==> src/hdl/srr_pkg.sv <==
// shared types, constants and defaults of the signature rrip replacement unit
`timescale 1ns / 1ps

package srr_pkg;

   localparam int NUM_SETS_DEF    = 2048;
   localparam int NUM_WAYS_DEF    = 16;
   localparam int SIG_ENTRIES_DEF = 8192;

   localparam int LINE_W = 18;

   localparam logic [2:0] RRV_MAX     = 3'd7;
   localparam logic [2:0] RRV_NEAR    = 3'd0;
   localparam logic [2:0] RRV_PF_NEAR = 3'd1;
   localparam logic [2:0] RRV_LONG    = 3'd6;
   localparam logic [2:0] CTR_MAX     = 3'd7;
   localparam logic [2:0] CTR_MIN     = 3'd0;
   localparam logic [2:0] CTR_RESET   = 3'd1;

   localparam logic [1:0] TYPE_PREFETCH  = 2'd2;
   localparam logic [1:0] TYPE_WRITEBACK = 2'd3;

   localparam logic OP_VICTIM = 1'b0;
   localparam logic OP_UPDATE = 1'b1;

   typedef struct packed {
      logic [2:0]  rrv;
      logic        pf;
      logic        reused;
      logic [12:0] sig;
   } line_type;

   localparam line_type LINE_RESET = '{rrv: RRV_MAX, pf: 1'b0, reused: 1'b0, sig: 13'd0};

   typedef struct packed {
      logic        operation;
      logic [10:0] set_index;
      logic [3:0]  way_index;
      logic [1:0]  access_type;
      logic        was_hit;
      logic        sampled_set;
      logic        train_chance;
      logic        noop;
      logic [12:0] nsig;
   } item_type;

   typedef struct packed {
      logic accepting;
      logic pop;
   } back_status_type;

   typedef enum logic [2:0] {
      ST_CLEAR,
      ST_IDLE,
      ST_ROW,
      ST_CTR_WR,
      ST_CTR_RD2,
      ST_INSERT,
      ST_WRITE,
      ST_VIC
   } state_type;

endpackage

==> src/hdl/srr_ifs.sv <==
// request and response channel interfaces
`timescale 1ns / 1ps

interface srr_req_if;
   logic        valid;
   logic        ready;
   logic        operation;
   logic [10:0] set_index;
   logic [3:0]  way_index;
   logic [11:0] pc_low;
   logic [1:0]  access_type;
   logic        was_hit;
   logic        sampled_set;
   logic        train_chance;

   modport source (output valid, operation, set_index, way_index, pc_low, access_type,
                   was_hit, sampled_set, train_chance, input ready);
   modport sink (input valid, operation, set_index, way_index, pc_low, access_type,
                 was_hit, sampled_set, train_chance, output ready);
endinterface


==> src/hdl/srr_front.sv <==
// request front end: classifies requests and queues them for the sequencer
`timescale 1ns / 1ps

module srr_front #(
   parameter int NUM_WAYS = srr_pkg::NUM_WAYS_DEF
) (
   input  logic                     clock,
   input  logic                     reset,
   srr_req_if.sink                  req_ch,
   input  srr_pkg::back_status_type status,
   output logic                     q_valid,
   output srr_pkg::item_type        q_item
);

   srr_pkg::item_type q_ff [2];
   srr_pkg::item_type item;
   logic              wr_ptr_ff, wr_ptr_in;
   logic              rd_ptr_ff, rd_ptr_in;
   logic [1:0]        cnt_ff, cnt_in;
   logic              push;

   always_comb begin
      item.operation    = req_ch.operation;
      item.set_index    = req_ch.set_index;
      item.way_index    = req_ch.way_index;
      item.access_type  = req_ch.access_type;
      item.was_hit      = req_ch.was_hit;
      item.sampled_set  = req_ch.sampled_set;
      item.train_chance = req_ch.train_chance;
      item.nsig         = {req_ch.pc_low, req_ch.access_type == srr_pkg::TYPE_PREFETCH};
      // updates that cannot change any state
      item.noop = (req_ch.operation == srr_pkg::OP_UPDATE) &&
                  ((32'(req_ch.way_index) >= NUM_WAYS) ||
                   (req_ch.was_hit && req_ch.access_type == srr_pkg::TYPE_WRITEBACK));
   end

   assign req_ch.ready = (cnt_ff != 2'd2) && status.accepting;
   assign push         = req_ch.valid && req_ch.ready;
   assign q_valid      = cnt_ff != 2'd0;
   assign q_item       = q_ff[rd_ptr_ff];

   always_comb begin
      wr_ptr_in = wr_ptr_ff ^ push;
      rd_ptr_in = rd_ptr_ff ^ status.pop;
      cnt_in    = cnt_ff + 2'(push) - 2'(status.pop);
   end

   always_ff @(posedge clock) begin
      if (reset) begin
         wr_ptr_ff <= 1'b0;
         rd_ptr_ff <= 1'b0;
         cnt_ff    <= 2'd0;
      end else begin
         wr_ptr_ff <= wr_ptr_in;
         rd_ptr_ff <= rd_ptr_in;
         cnt_ff    <= cnt_in;
      end
   end

   always_ff @(posedge clock) begin
      if (push) begin
         q_ff[wr_ptr_ff] <= item;
      end
   end

endmodule

==> src/flat_wrapper.sv <==
// flat-port wrapper written by rule: the top's interface ports become plain ports
module srr_front_flat 
#(
   parameter int NUM_WAYS = srr_pkg::NUM_WAYS_DEF
)
  (clock, reset, status, q_valid, q_item, req_ch_valid, req_ch_operation, req_ch_set_index, req_ch_way_index, req_ch_pc_low, req_ch_access_type, req_ch_was_hit, req_ch_sampled_set, req_ch_train_chance, req_ch_ready);
  srr_req_if req_ch_i ();
  input  logic clock;
  input  logic reset;
  input  srr_pkg::back_status_type status;
  output logic q_valid;
  output srr_pkg::item_type q_item;
  input wire logic [$bits(req_ch_i.valid)-1:0] req_ch_valid;
  input wire logic [$bits(req_ch_i.operation)-1:0] req_ch_operation;
  input wire logic [$bits(req_ch_i.set_index)-1:0] req_ch_set_index;
  input wire logic [$bits(req_ch_i.way_index)-1:0] req_ch_way_index;
  input wire logic [$bits(req_ch_i.pc_low)-1:0] req_ch_pc_low;
  input wire logic [$bits(req_ch_i.access_type)-1:0] req_ch_access_type;
  input wire logic [$bits(req_ch_i.was_hit)-1:0] req_ch_was_hit;
  input wire logic [$bits(req_ch_i.sampled_set)-1:0] req_ch_sampled_set;
  input wire logic [$bits(req_ch_i.train_chance)-1:0] req_ch_train_chance;
  output wire logic [$bits(req_ch_i.ready)-1:0] req_ch_ready;
  assign req_ch_i.valid = req_ch_valid;
  assign req_ch_i.operation = req_ch_operation;
  assign req_ch_i.set_index = req_ch_set_index;
  assign req_ch_i.way_index = req_ch_way_index;
  assign req_ch_i.pc_low = req_ch_pc_low;
  assign req_ch_i.access_type = req_ch_access_type;
  assign req_ch_i.was_hit = req_ch_was_hit;
  assign req_ch_i.sampled_set = req_ch_sampled_set;
  assign req_ch_i.train_chance = req_ch_train_chance;
  assign req_ch_ready = req_ch_i.ready;
  srr_front #(.NUM_WAYS(NUM_WAYS)) u_core (.clock(clock), .reset(reset), .req_ch(req_ch_i), .status(status), .q_valid(q_valid), .q_item(q_item));
endmodule
==> config.mk <==
export PLATFORM = sky130hd
export DESIGN_NAME = srr_front_flat
export DESIGN_NICKNAME = d
export VERILOG_FILES = /design/src/hdl/srr_pkg.sv /design/src/hdl/srr_ifs.sv /design/src/hdl/srr_front.sv /design/src/flat_wrapper.sv
export SDC_FILE = /design/constraint.sdc
export NUM_CORES = 1
export LEC_CHECK = 0
export BUFFER_PORTS_ARGS = -buffer_cell sky130_fd_sc_hd__buf_2
export CAP_MARGIN = 20
export CELL_PAD_IN_SITES_DETAIL_PLACEMENT = 1
export CELL_PAD_IN_SITES_GLOBAL_PLACEMENT = 1
export CORE_MARGIN = 4
export CORE_UTILIZATION = 35
export CTS_BUF_LIST = sky130_fd_sc_hd__clkbuf_16
export CTS_CLUSTER_SIZE = 28
export DETAILED_ROUTE_END_ITERATION = 10
export GPL_TIMING_DRIVEN = 0
export HOLD_SLACK_MARGIN = 0.1
export MAX_ROUTING_LAYER = met4
export PLACE_DENSITY_LB_ADDON = 0.1
export SLEW_MARGIN = 20
export SYNTH_ARGS = -nofsm -noshare
export SYNTH_HDL_FRONTEND = slang
export SYNTH_SLANG_ARGS = --single-unit
==> constraint.sdc <==
create_clock -name clock -period 2.55 [get_ports clock]
set_input_delay 0.255 -clock clock [delete_from_list [all_inputs] [get_ports clock]]
set_output_delay 0.255 -clock clock [all_outputs]
set_load 0.02 [all_outputs]
======== Yosys cells after proc, flatten, opt, wreduce, memory -nomap -nowiden ========
Memories as Yosys holds them, arrays and structs flattened. A register that Yosys moved wholly into a read port is not among the register bits.
Index checks and enable logic that the tools add are counted.
storage, ports and cells
  logic and storage cells ................. 19
  memories ................................ 1
  memory bits (writable) .................. 70
  input bits .............................. 38
  bits in registers ....................... 4
cells by class
  reduce and logical (&&, ||, !) cells .... 5
  add/subtract/negate cells ............... 2
  muxes and demuxes ....................... 3
  equality and inequality tests ........... 3
  bitwise gates (word level) .............. 2
memories
  name         words  width  rd ports  clocked after Yosys merged registers in  write ports  line             source
  u_core.q_ff  2      35     1         1                                        1            srr_front.sv:15  srr_pkg::item_type q_ff [2];
operator list
  kind                number
  $eq 2x2->1 const B  2
  $logic_and 1x1->1   4
  $mux 1              3
  $add 2x1->2         1
  $ne 2x2->1 const B  1
  $reduce_bool 2->1   1
  $sub 2x1->2         1
  $xor 1x1->1         2

======== Depth between registers and ports, before layout ========
Gate-level depths: netlist of run 1.
  depth after elaboration ................. 5
  gate-level depth with buffers ........... 6
  depth with buffers taken out ............ 6

======== Worst setup path after synthesis of run 1 ========
No wires, ideal clock.
  path type ............................... register -> register
  start point ............................. reg u_core.cnt_ff[0]
  end point ............................... mem u_core.q_ff[1][0] in the netlist's numbering (enable)
  setup slack ............................. 635 ps
  data arrival time ....................... 1520 ps
  cell stages (with the launch flop) ...... 4
  clock period less this slack ............ 1915 ps
  cell sequence ........................... dfxtp_1 -> nand2b_1 -> and3_1 -> ha_1
between the ends
  word-level cells in the longest chain between the ends .. 5
ends and longest elaborated chain
  element                       line             source
  from (decl)                   srr_front.sv:19  logic [1:0] cnt_ff, cnt_in;
  from (signal assigned)        srr_front.sv:56  cnt_ff <= cnt_in;
  $ne 2x2->1                    srr_front.sv:37  assign req_ch.ready = (cnt_ff != 2'd2) && status.accepting;
  $logic_and 1x1->1             srr_front.sv:37
  $logic_and 1x1->1             srr_front.sv:38  assign push = req_ch.valid && req_ch.ready;
  $mux 1                        srr_front.sv:61  if (push) begin
  $mux 1 (implied by the code)  srr_front.sv:62  q_ff[wr_ptr_ff] <= item;
  to (decl)                     srr_front.sv:15
No other way between the ends.

==> results of run 1 <==
-- area by class of cell --
type	instances	area, um2
Buffer	4	71.3
Clock buffer	9	225
Clock inverter	7	110
Fill cell	766	4100
Inverter	3	11.3
Multi-Input combinational cell	51	647
Sequential cell	74	2180
Tap cell	102	128
Timing Repair Buffer	76	410
-- cells in the mapped netlist (all sizes together) --
cell type / instances
ha: 4
nand2b: 1
xnor2: 1
and4: 1
or2: 1
edfxtp: 70
mux2: 35
and2: 1
and3: 1
nor2: 3
dfxtp: 4
xnor3: 1
nor2b: 2
inv: 3
buf: 4
-- logic make-up after synthesis --
logic type,after synthesis
buffers and inverters,7
multiplexers,35
adder cells (fa/ha/maj),4
flip-flops,74
AND/OR/NAND/NOR,10
XOR/XNOR,2
-- routing by layer --
metal / vias up / part of all wire (%) / GRT usage (%)
met5: - / 0 / -
met4: 0 / 1.5 / 5.36
met3: 7 / 5.4 / 3.09
met2: 47 / 55 / 19.4
met1: 736 / 38 / 12.2
li1: 685 / - / -
-- stage by stage --
stage / setup slack (ns) / util, %
after global placement: 0.194 / 43.2
after CTS: 0.814 / 48.0
after global routing: 0.765 / 48.0
after detailed placement: 0.864 / 43.7
after floorplan: 0.635 / -
final: 0.844 / 48.0
-- power by group --
group	total [W]	leakage (nW)	internal, W	switching [W]
sequential	0.00144	0.675	0.00142	0.0000226
combinational	0.000460	0.660	0.000223	0.000238
clock	0.00139	0.170	0.000946	0.000442
total	0.00329	1.50	0.00259	0.000703
-- registers in the layout, indices dropped and copies added, names as in the netlist --
name,count
u_core.wr_ptr_ff,1
u_core.rd_ptr_ff,1
u_core.q_ff,70
u_core.cnt_ff,2
-- path summary, 6_finish.rpt --
kind	from	endpoint	slack (ns)	cells past startpoint
worst max-delay path	u_core.rd_ptr_ff	q_item[18]	0.84	4
worst min-delay path	req_ch_way_index[2]	u_core.q_ff[0][21]	0.12	1
worst max register to register	u_core.cnt_ff[0]	u_core.q_ff[1][9]	0.89	4
worst min register to register	u_core.wr_ptr_ff	u_core.wr_ptr_ff	0.59	3
==> impl_metrics.env, run 1 <==
export IMPL_status="finished clean"
export IMPL_path_class="flip-flop to output pin"
export IMPL_drc_errors=0
export IMPL_io_pins=75
export IMPL_critPathBufInv=3
export IMPL_stdcell_count=326
export IMPL_slowest_delay_ns=0.33
export IMPL_gp_congestion=0.673
export IMPL_nets=261
export IMPL_fin_total_pwr_w=0.00329
export IMPL_worstSetupStartpointType="flip-flop"
export IMPL_synth_cell_area_um2=2910
export IMPL_dpl_cell_area_um2=3450
export IMPL_fin_hold_ws_ns=0.123
export IMPL_synthSimpleGateAreaFrac_pct=1.98
export IMPL_finalCriticalPeriod_ns=1.71
export IMPL_antenna_found_initial=0
export IMPL_ant_nets=0
export IMPL_synth_fp_nets=174
export IMPL_finalCritPeriodShare_pct=66.9
export IMPL_cp_required_ns=2.30
export IMPL_grt_overflow=0
export IMPL_cts_tree="built"
export IMPL_max_freq_mhz=586
export IMPL_drive_gt1_share_pct=58.5
export IMPL_max_cap_viol_count=0
export IMPL_grt_start_max_net_pins=26
export IMPL_cpLargestDelayFamily="buffers and inverters"
export IMPL_rows=32
export IMPL_end_kind="output pin"
export IMPL_worstHoldPathType="input port to flip-flop"
export IMPL_slowest_stage="dfxtp_1"
export IMPL_grt_first_pass_wirelength_um=8160
export IMPL_h_tree_depth=3
export IMPL_ys_top_cells_by_area="edfxtp_1 72%, mux2_4 15%, dfxtp_1 2.8%"
export IMPL_cts_root_buf="clkbuf_16"
export IMPL_cts_clk_slew_worst_paths_ns=0.06
export IMPL_crit_fanout=10
export IMPL_postCtsHoldBufs=0
export IMPL_routed_wl_um=5180
export IMPL_finalInstanceArea_um2=3780
export IMPL_peakVddDrop_uv=441
export IMPL_ys_seq_area_share_pct=75.1
export IMPL_vias=1475
export IMPL_initial_core_util_pct=36.8
export IMPL_first_global_vias=1625
export IMPL_synth_cells=132
export IMPL_firstDrtPassIters=4
export IMPL_tns_ns=0
export IMPL_tightest_slew_ns=0.323
export IMPL_core_um2=7890
export IMPL_setup_violations=0
export IMPL_cts_path_max_buffers=2
export IMPL_layout_commonest_cell="buf_2"
export IMPL_insertion_delay_ns=0.32
export IMPL_grt_setup_unrepaired="false"
export IMPL_layout_common_cells="74 x buf_2, 70 x edfxtp_1, 29 x mux2_4, 9 x clkbuf_16, 6 x mux2_2"
export IMPL_yosysWarnings=0
export IMPL_synth_area_leader_cell="edfxtp_1"
export IMPL_cp_cell_sequence="buf_6 -> buf_12 -> mux2_4 -> buf_2"
export IMPL_synth_xor_area_share_pct=1.08
export IMPL_ys_ff_latch=74
export IMPL_synth_adder_area_share_pct=1.72
export IMPL_hold_violations=0
export IMPL_diodes=0
export IMPL_worst_ep_arrival_time_ns=1.45
export IMPL_track_usage_pct=11.3
export IMPL_placedCellCount=310
export IMPL_relSlewSlack_pct=78.5
export IMPL_drt_iter0_drc=32
export IMPL_dieArea_um2=9830
export IMPL_wl_per_cell_um=15.9
export IMPL_synthMuxAreaShare_pct=17.3
export IMPL_synthDominantCellAreaShare_pct=72.3
export IMPL_post_cts_resized=0
export IMPL_cts_made_buffers=9
export IMPL_die_w_um=99.1
export IMPL_power_density_nw_per_um2=869
export IMPL_detail_route_vias_per_cell=4.52
export IMPL_die_y_um=99.1
export IMPL_synth_top_family_by_area="multiplexers"
export IMPL_cts_num_sinks=74
export IMPL_leakage_nw=1.50
export IMPL_syn_area_per_cell_um2=22.0
export IMPL_skew_ns=0.00438
export IMPL_port_buffers=74
export IMPL_drv_slew=0
export IMPL_synth_cell_type_count=17
export IMPL_area_growth_pct=30.2
export IMPL_post_cts_buffers=0
export IMPL_dp_hpwl_um=3660
export IMPL_synth_compound_area_share_pct=0
(Power assumes the default switching activity.)
==> inputs of run 2 (changes only) <==
--- a/config.mk
+++ b/config.mk
@@ -5,6 +5,7 @@
 export SDC_FILE = /design/constraint.sdc
 export NUM_CORES = 1
 export LEC_CHECK = 0
+export ABC_AREA = 1
 export BUFFER_PORTS_ARGS = -buffer_cell sky130_fd_sc_hd__buf_2
 export CAP_MARGIN = 20
 export CELL_PAD_IN_SITES_DETAIL_PLACEMENT = 1
==> constraint.sdc (replaced) <==
create_clock -name clock -period 1.6 [get_ports clock]
set_input_delay 0.16 -clock clock [delete_from_list [all_inputs] [get_ports clock]]
set_output_delay 0.16 -clock clock [all_outputs]
set_load 0.02 [all_outputs]
==> run 2 against run 1 <==
Against the previous run: final cell count rose by 18%; clock power grew 36%; largest cell class unchanged; highest routed layer unchanged; worst setup slack lost 0.82 ns; global-route usage increased by 1.3 points.
==> impl_metrics.env, run 2 <==
export IMPL_ys_flop_type="edfxtp_1"
export IMPL_ys_ff_latch=74
export IMPL_track_usage_pct=12.7
export IMPL_io_pins=75
export IMPL_fin_total_pwr_w=0.00495
export IMPL_firstDrtPassIters=4
export IMPL_routed_wl_um=5600
export IMPL_synthArstFlopShare_pct=0
export IMPL_worstSetupStartpointType="flip-flop"
export IMPL_die_w_um=99.2
export IMPL_p_switching_w=0.00111
export IMPL_first_global_vias=1823
export IMPL_cts_root_buf="clkbuf_16"
export IMPL_finalCritPeriodShare_pct=98.3
export IMPL_synth_edf_count=70
export IMPL_synth_cells=142
export IMPL_max_freq_mhz=636
export IMPL_drv_slew=0
export IMPL_antenna_found_initial=0
export IMPL_insertion_delay_ns=0.32
export IMPL_cts_path_max_buffers=2
export IMPL_detail_route_vias_per_cell=4.24
export IMPL_layout_common_cells="70 x edfxtp_1, 60 x buf_2, 34 x dlygate4sd3_1, 29 x mux2_4, 15 x buf_6"
export IMPL_grt_setup_unrepaired="true"
export IMPL_max_cap_viol_count=0
export IMPL_cts_clk_slew_worst_paths_ns=0.05
export IMPL_ant_nets=0
export IMPL_reg2reg_to="u_core.q_ff[0][19]"
export IMPL_worstSetupEndpoint="q_item[24]"
export IMPL_layout_commonest_cell="edfxtp_1"
export IMPL_combPwrFrac_pct=16.3
export IMPL_end_kind="output pin"
export IMPL_diodes=0
export IMPL_reg2reg_depth=5
export IMPL_yosysWarnings=0
export IMPL_status="finished clean"
export IMPL_cts_tree="built"
export IMPL_finalCriticalPeriod_ns=1.57
export IMPL_syn_area_per_cell_um2=20.5
export IMPL_top_regs="u_core.q_ff (70), u_core.cnt_ff (2)"
export IMPL_vias=1638
export IMPL_tightest_slew_ns=0.156
export IMPL_drc_errors=0
export IMPL_fill_cells=806
export IMPL_grt_start_max_net_pins=18
export IMPL_power_density_nw_per_um2=1150
export IMPL_h_tree_depth=3
export IMPL_skew_ns=0.00465
export IMPL_synth_area_leader_cell="edfxtp_1"
export IMPL_synth_fp_nets=184
export IMPL_grt_overflow=0
export IMPL_drive_gt1_share_pct=52.0
export IMPL_grt_first_pass_wirelength_um=9160
export IMPL_initial_core_util_pct=35.6
export IMPL_postLayoutCoreUtil_pct=52.5
export IMPL_wl_per_cell_um=14.5
export IMPL_multi_input_area_um2=661
export IMPL_crit_fanout=10
export IMPL_synth_most_common_cell="edfxtp_1"
export IMPL_regArea_um2=2180
export IMPL_path_class="flip-flop to output pin"
export IMPL_pre_cts_ws_ns=-0.0516
export IMPL_cp_required_ns=1.44
export IMPL_power_frac_seq_pct=45.5
export IMPL_port_buffers=74
export IMPL_leakage_nw=1.74
export IMPL_ys_seq_area_share_pct=74.9
export IMPL_synth_common_cells="70 x edfxtp_1, 29 x mux2_4, 8 x inv_1"
export IMPL_regMostFlops="u_core.q_ff"
export IMPL_ys_top_cells_by_area="edfxtp_1 72%, mux2_4 15%, dfxtp_1 2.7%"
export IMPL_setup_ws_ns=0.0267
export IMPL_rows=33
export IMPL_synthDominantCellAreaShare_pct=72.1
export IMPL_gp_congestion=0.712
export IMPL_largest_reg_flops=70
export IMPL_die_y_um=99.2
export IMPL_cts_made_buffers=9
export IMPL_cts_num_sinks=74
export IMPL_nets=318
export IMPL_worstHoldPathType="input port to flip-flop"
export IMPL_synth_cell_type_count=15
export IMPL_worst_ep_arrival_time_ns=1.41
export IMPL_peakVddDrop_uv=780
export IMPL_startpoint="u_core.rd_ptr_ff"
export IMPL_intPower_w=0.00384
export IMPL_hold_violations=0
export IMPL_regToRegSetupSlack_ns=0.20
export IMPL_setup_violations=0
export IMPL_core_um2=8180
export IMPL_relSlewSlack_pct=89.6
export IMPL_dieArea_um2=9850
export IMPL_area_growth_pct=47.2
export IMPL_drt_iter0_drc=32
export IMPL_synth_cell_area_um2=2910
export IMPL_p_sw_share_pct=22.4
export IMPL_r2r_start="u_core.cnt_ff[0]"
export IMPL_dp_hpwl_um=3540
export IMPL_p_clk_share_pct=38.2
## run 2: cell count changes in the layout (fill, tap and decap cells not counted), moves of 2 or more
cell / change
inv_1: +5
dlygate4sd3_1: +34
nand2_1: +6
buf_2: -14
buf_12: -2
buf_8: +2
nor2b_1: -2
buf_4: +13
buf_6: +14
ha_2: -2
nor2_1: +3
ha_4: +2
bufinv_16: -2
## run 2: power by group through the flow
| stage | clock network, W | logic (W) | registers [W] |
|---|---|---|---|
| 3_5_place_dp | 0 | 0.000658 | 0.00230 |
| 4_1_cts | 0.00194 | 0.000774 | 0.00226 |
| 5_1_grt | 0.00203 | 0.000875 | 0.00226 |
| 3_3_place_gp | 0 | 0.000638 | 0.00229 |
| 6_report | 0.00189 | 0.000806 | 0.00225 |
| 2_1_floorplan | 0 | 0.000454 | 0.00229 |
## run 2: layout make-up
cell class,count,share of cell area [%]
inverter,8,0.700
clock inverter,7,1.46
buffer,4,1.66
timing repair buffer,123,21.6
clock buffer,9,5.25
sequential,74,50.9
multi-input combinational,56,15.4
tap,105,3.06
## run 2: worst min path at each step
stage | start | to | cells past startpoint
global route | status[0] | u_core.rd_ptr_ff | 3
detailed placement | req_ch_pc_low[4] | u_core.q_ff[0][5] | 1
floorplan | reset | u_core.wr_ptr_ff | 1
finish | status[0] | u_core.rd_ptr_ff | 3
global placement | req_ch_way_index[1] | u_core.q_ff[0][20] | 1
CTS | status[0] | u_core.rd_ptr_ff | 3
## run 2: worst max-delay path: stages (launching register included)
cell and delay [ns]:
dfxtp_2 0.34, buf_6 0.14, buf_12 0.16, mux2_4 0.30, buf_2 0.16
## run 2: timing repair
item / CTS / global route
setup buffers: 14 / 0
endpoints found under the hold margin: 69 / 0
pin swaps: 1 / 0
endpoints found under the setup margin: 99 / 27
resized for setup: 3 / 27
hold buffers: 34 / 0
gates cloned: 1 / 0
## run 2: metal layers
layer  share of wire, %  track usage, %
met1                 42            14.9
met2                 52            20.7
met3                4.3            2.45
met4                2.1            6.41
met5                  0               -
## run 2: per-stage QoR
step,hold slack [ns],cell area [um2],std cells,setup TNS [ns]
floorplan,0.227,2940,142,0
global placement,0.348,3450,321,0
detailed placement,0.353,3450,321,-2.94
CTS,0.103,4210,386,0
global route,0.114,4290,386,-0.161
finish,0.114,4290,386,0
## run 2: cell families (layout without fill, tap and decap cells)
family	count (synthesis)	after routing	share of synthesized area, %
DFF	74	74	74.9
muxes	35	35	17.3
and+or+nand+nor	14	14	1.93
buffers and inverters	12	151	3.48
adders and majority gates	4	4	1.72
AOI/OAI and AO/OA	2	2	0.429
xor gates and xnor gates	1	1	0.301
==> inputs of run 3 (changes only) <==
--- a/config.mk
+++ b/config.mk
@@ -18,7 +18,7 @@
 export GPL_TIMING_DRIVEN = 0
 export HOLD_SLACK_MARGIN = 0.1
 export MAX_ROUTING_LAYER = met4
-export PLACE_DENSITY_LB_ADDON = 0.1
+export PLACE_DENSITY = 0.76
 export SLEW_MARGIN = 20
 export SYNTH_ARGS = -nofsm -noshare
 export SYNTH_HDL_FRONTEND = slang
==> run 3 against run 2 <==
Against the previous run: utilization shrank 0.15 points; sequential share of layout area grew 0.15 points; clock power grew 8%; final cell count shrank 2.1%; fmax shrank 0.12%; non-clock buffer count shrank 8.
==> impl_metrics.env, run 3 (synthesized netlist as in run 2, its figures left out) <==
export IMPL_relSlewSlack_pct=88.5
export IMPL_cp_required_ns=1.44
export IMPL_vias=1662
export IMPL_cp_cell_sequence="buf_8 -> buf_12 -> mux2_4 -> buf_2"
export IMPL_dieArea_um2=9850
export IMPL_tightest_slew_ns=0.173
export IMPL_cts_tree="built"
export IMPL_hold_violations=0
export IMPL_placedCellCount=321
export IMPL_drv_slew=0
export IMPL_track_usage_pct=13.3
export IMPL_regMostFlops="u_core.q_ff"
export IMPL_finalCriticalPeriod_ns=1.58
export IMPL_status="finished clean"
export IMPL_grt_overflow=0
export IMPL_combPwrFrac_pct=15.6
export IMPL_insertion_delay_ns=0.32
export IMPL_p_switching_w=0.00112
export IMPL_p_clk_share_pct=40.2
export IMPL_diodes=0
export IMPL_worst_ep_arrival_time_ns=1.42
export IMPL_leakage_nw=1.71
export IMPL_regToRegSetupSlack_ns=0.20
export IMPL_cts_root_buf="clkbuf_16"
export IMPL_core_um2=8180
export IMPL_end_kind="output pin"
export IMPL_initial_core_util_pct=35.6
export IMPL_grt_start_max_net_pins=19
export IMPL_layout_commonest_cell="edfxtp_1"
export IMPL_pre_cts_ws_ns=-0.0390
export IMPL_io_pins=75
export IMPL_area_growth_pct=46.8
export IMPL_drc_errors=0
export IMPL_slowest_delay_ns=0.34
export IMPL_max_freq_mhz=635
export IMPL_drt_iter0_drc=39
export IMPL_wl_per_cell_um=15.7
export IMPL_cts_path_max_buffers=2
export IMPL_p_sw_share_pct=21.9
export IMPL_antenna_found_initial=0
export IMPL_grt_setup_unrepaired="true"
export IMPL_stdcell_count=378
export IMPL_fin_hold_ws_ns=0.125
export IMPL_first_global_vias=1893
export IMPL_power_density_nw_per_um2=1190
export IMPL_layout_common_cells="70 x edfxtp_1, 63 x buf_2, 34 x dlygate4sd3_1, 29 x mux2_4, 12 x buf_6"
export IMPL_firstDrtPassIters=4
export IMPL_h_tree_depth=3
export IMPL_cts_clk_slew_worst_paths_ns=0.06
export IMPL_detail_route_vias_per_cell=4.40
export IMPL_gp_congestion=0.604
export IMPL_grt_first_pass_wirelength_um=9500
export IMPL_worstHoldPathType="input port to flip-flop"
export IMPL_port_buffers=74
export IMPL_finalCritPeriodShare_pct=98.4
export IMPL_cts_num_sinks=74
export IMPL_cts_made_buffers=9
export IMPL_peakVddDrop_uv=651
export IMPL_max_cap_viol_count=0
export IMPL_path_class="flip-flop to output pin"
export IMPL_drive_gt1_share_pct=50.5
export IMPL_setup_ws_ns=0.0249
export IMPL_worstSetupStartpointType="flip-flop"
export IMPL_nets=310
export IMPL_dp_hpwl_um=3660
export IMPL_routed_wl_um=5930
export IMPL_skew_ns=0.00742
export IMPL_die_w_um=99.2
export IMPL_top_regs="u_core.q_ff (70), u_core.cnt_ff (2)"
export IMPL_rows=33
export IMPL_largest_reg_flops=70
export IMPL_ant_nets=0
export IMPL_power_frac_seq_pct=44.2
export IMPL_intPower_w=0.00399
export IMPL_die_y_um=99.2
export IMPL_slowest_stage="dfxtp_2"
export IMPL_crit_fanout=10
export IMPL_setup_violations=0
run 3: cell types whose count changed in the layout (fill, tap and decap cells not counted), moves of 2 or more:
cell,previous run,this run
buf_4,13,2
buf_2,60,63
buf_6,15,12
buf_12,3,5
clkinv_1,1,3
inv_1,10,8
run 3: power groups by stage:
stage | combinational [W] | clock, W | sequential [W]
floorplan | 0.000454 | 0 | 0.00229
finish | 0.000799 | 0.00205 | 0.00226
CTS | 0.000782 | 0.00212 | 0.00226
detailed placement | 0.000661 | 0 | 0.00230
global placement | 0.000641 | 0 | 0.00229
global route | 0.000856 | 0.00220 | 0.00226
run 3: cell type report:
cell class / count / area, um2
Buffer: 4 / 75.1
Clock buffer: 9 / 225
Clock inverter: 7 / 83.8
Fill cell: 768 / 3900
Inverter: 8 / 30.0
Multi-Input combinational cell: 56 / 661
Sequential cell: 74 / 2180
Tap cell: 105 / 131
Timing Repair Buffer: 115 / 888
run 3: metal layers:
layer / vias up / global-route usage (%) / share of wire (%)
li1: 788 / - / -
met1: 813 / 13.7 / 38
met2: 53 / 24.1 / 55
met3: 8 / 2.95 / 4.9
met4: 0 / 5.67 / 1.5
met5: - / - / 0
run 3: critical path, delay by kind of cell (launching register included):
kind / cells / cell delay (ns)
flops: 1 / 0.34
mux: 1 / 0.30
buf+inv: 3 / 0.45
run 3: worst paths after layout:
check,startpoint,to,depth (start not counted)
setup reg to reg,u_core.cnt_ff[0],u_core.q_ff[1][19],5
setup / recovery,u_core.rd_ptr_ff,q_item[7],4
hold / removal,status[0],u_core.rd_ptr_ff,3
hold reg to reg,u_core.cnt_ff[1],u_core.cnt_ff[1],3
run 3: metrics by stage:
step	area [um2]	setup TNS, ns	util (%)	total power, W
after floorplan	2940	0	-	0.00274
after global placement	3450	0	42.1	0.00293
after detailed placement	3450	-2.51	42.1	0.00296
after CTS	4220	-0.00843	51.6	0.00516
after global routing	4280	-0.361	52.3	0.00532
final	4280	0	52.3	0.00511
run 3: what timing repair did:
item,CTS,global route
cloned,1,0
hold buffers,34,0
pin swaps,1,0
endpoints found under the hold margin,69,0
gates resized for setup,8,18
setup buffers,6,0
setup endpoints to repair,99,29
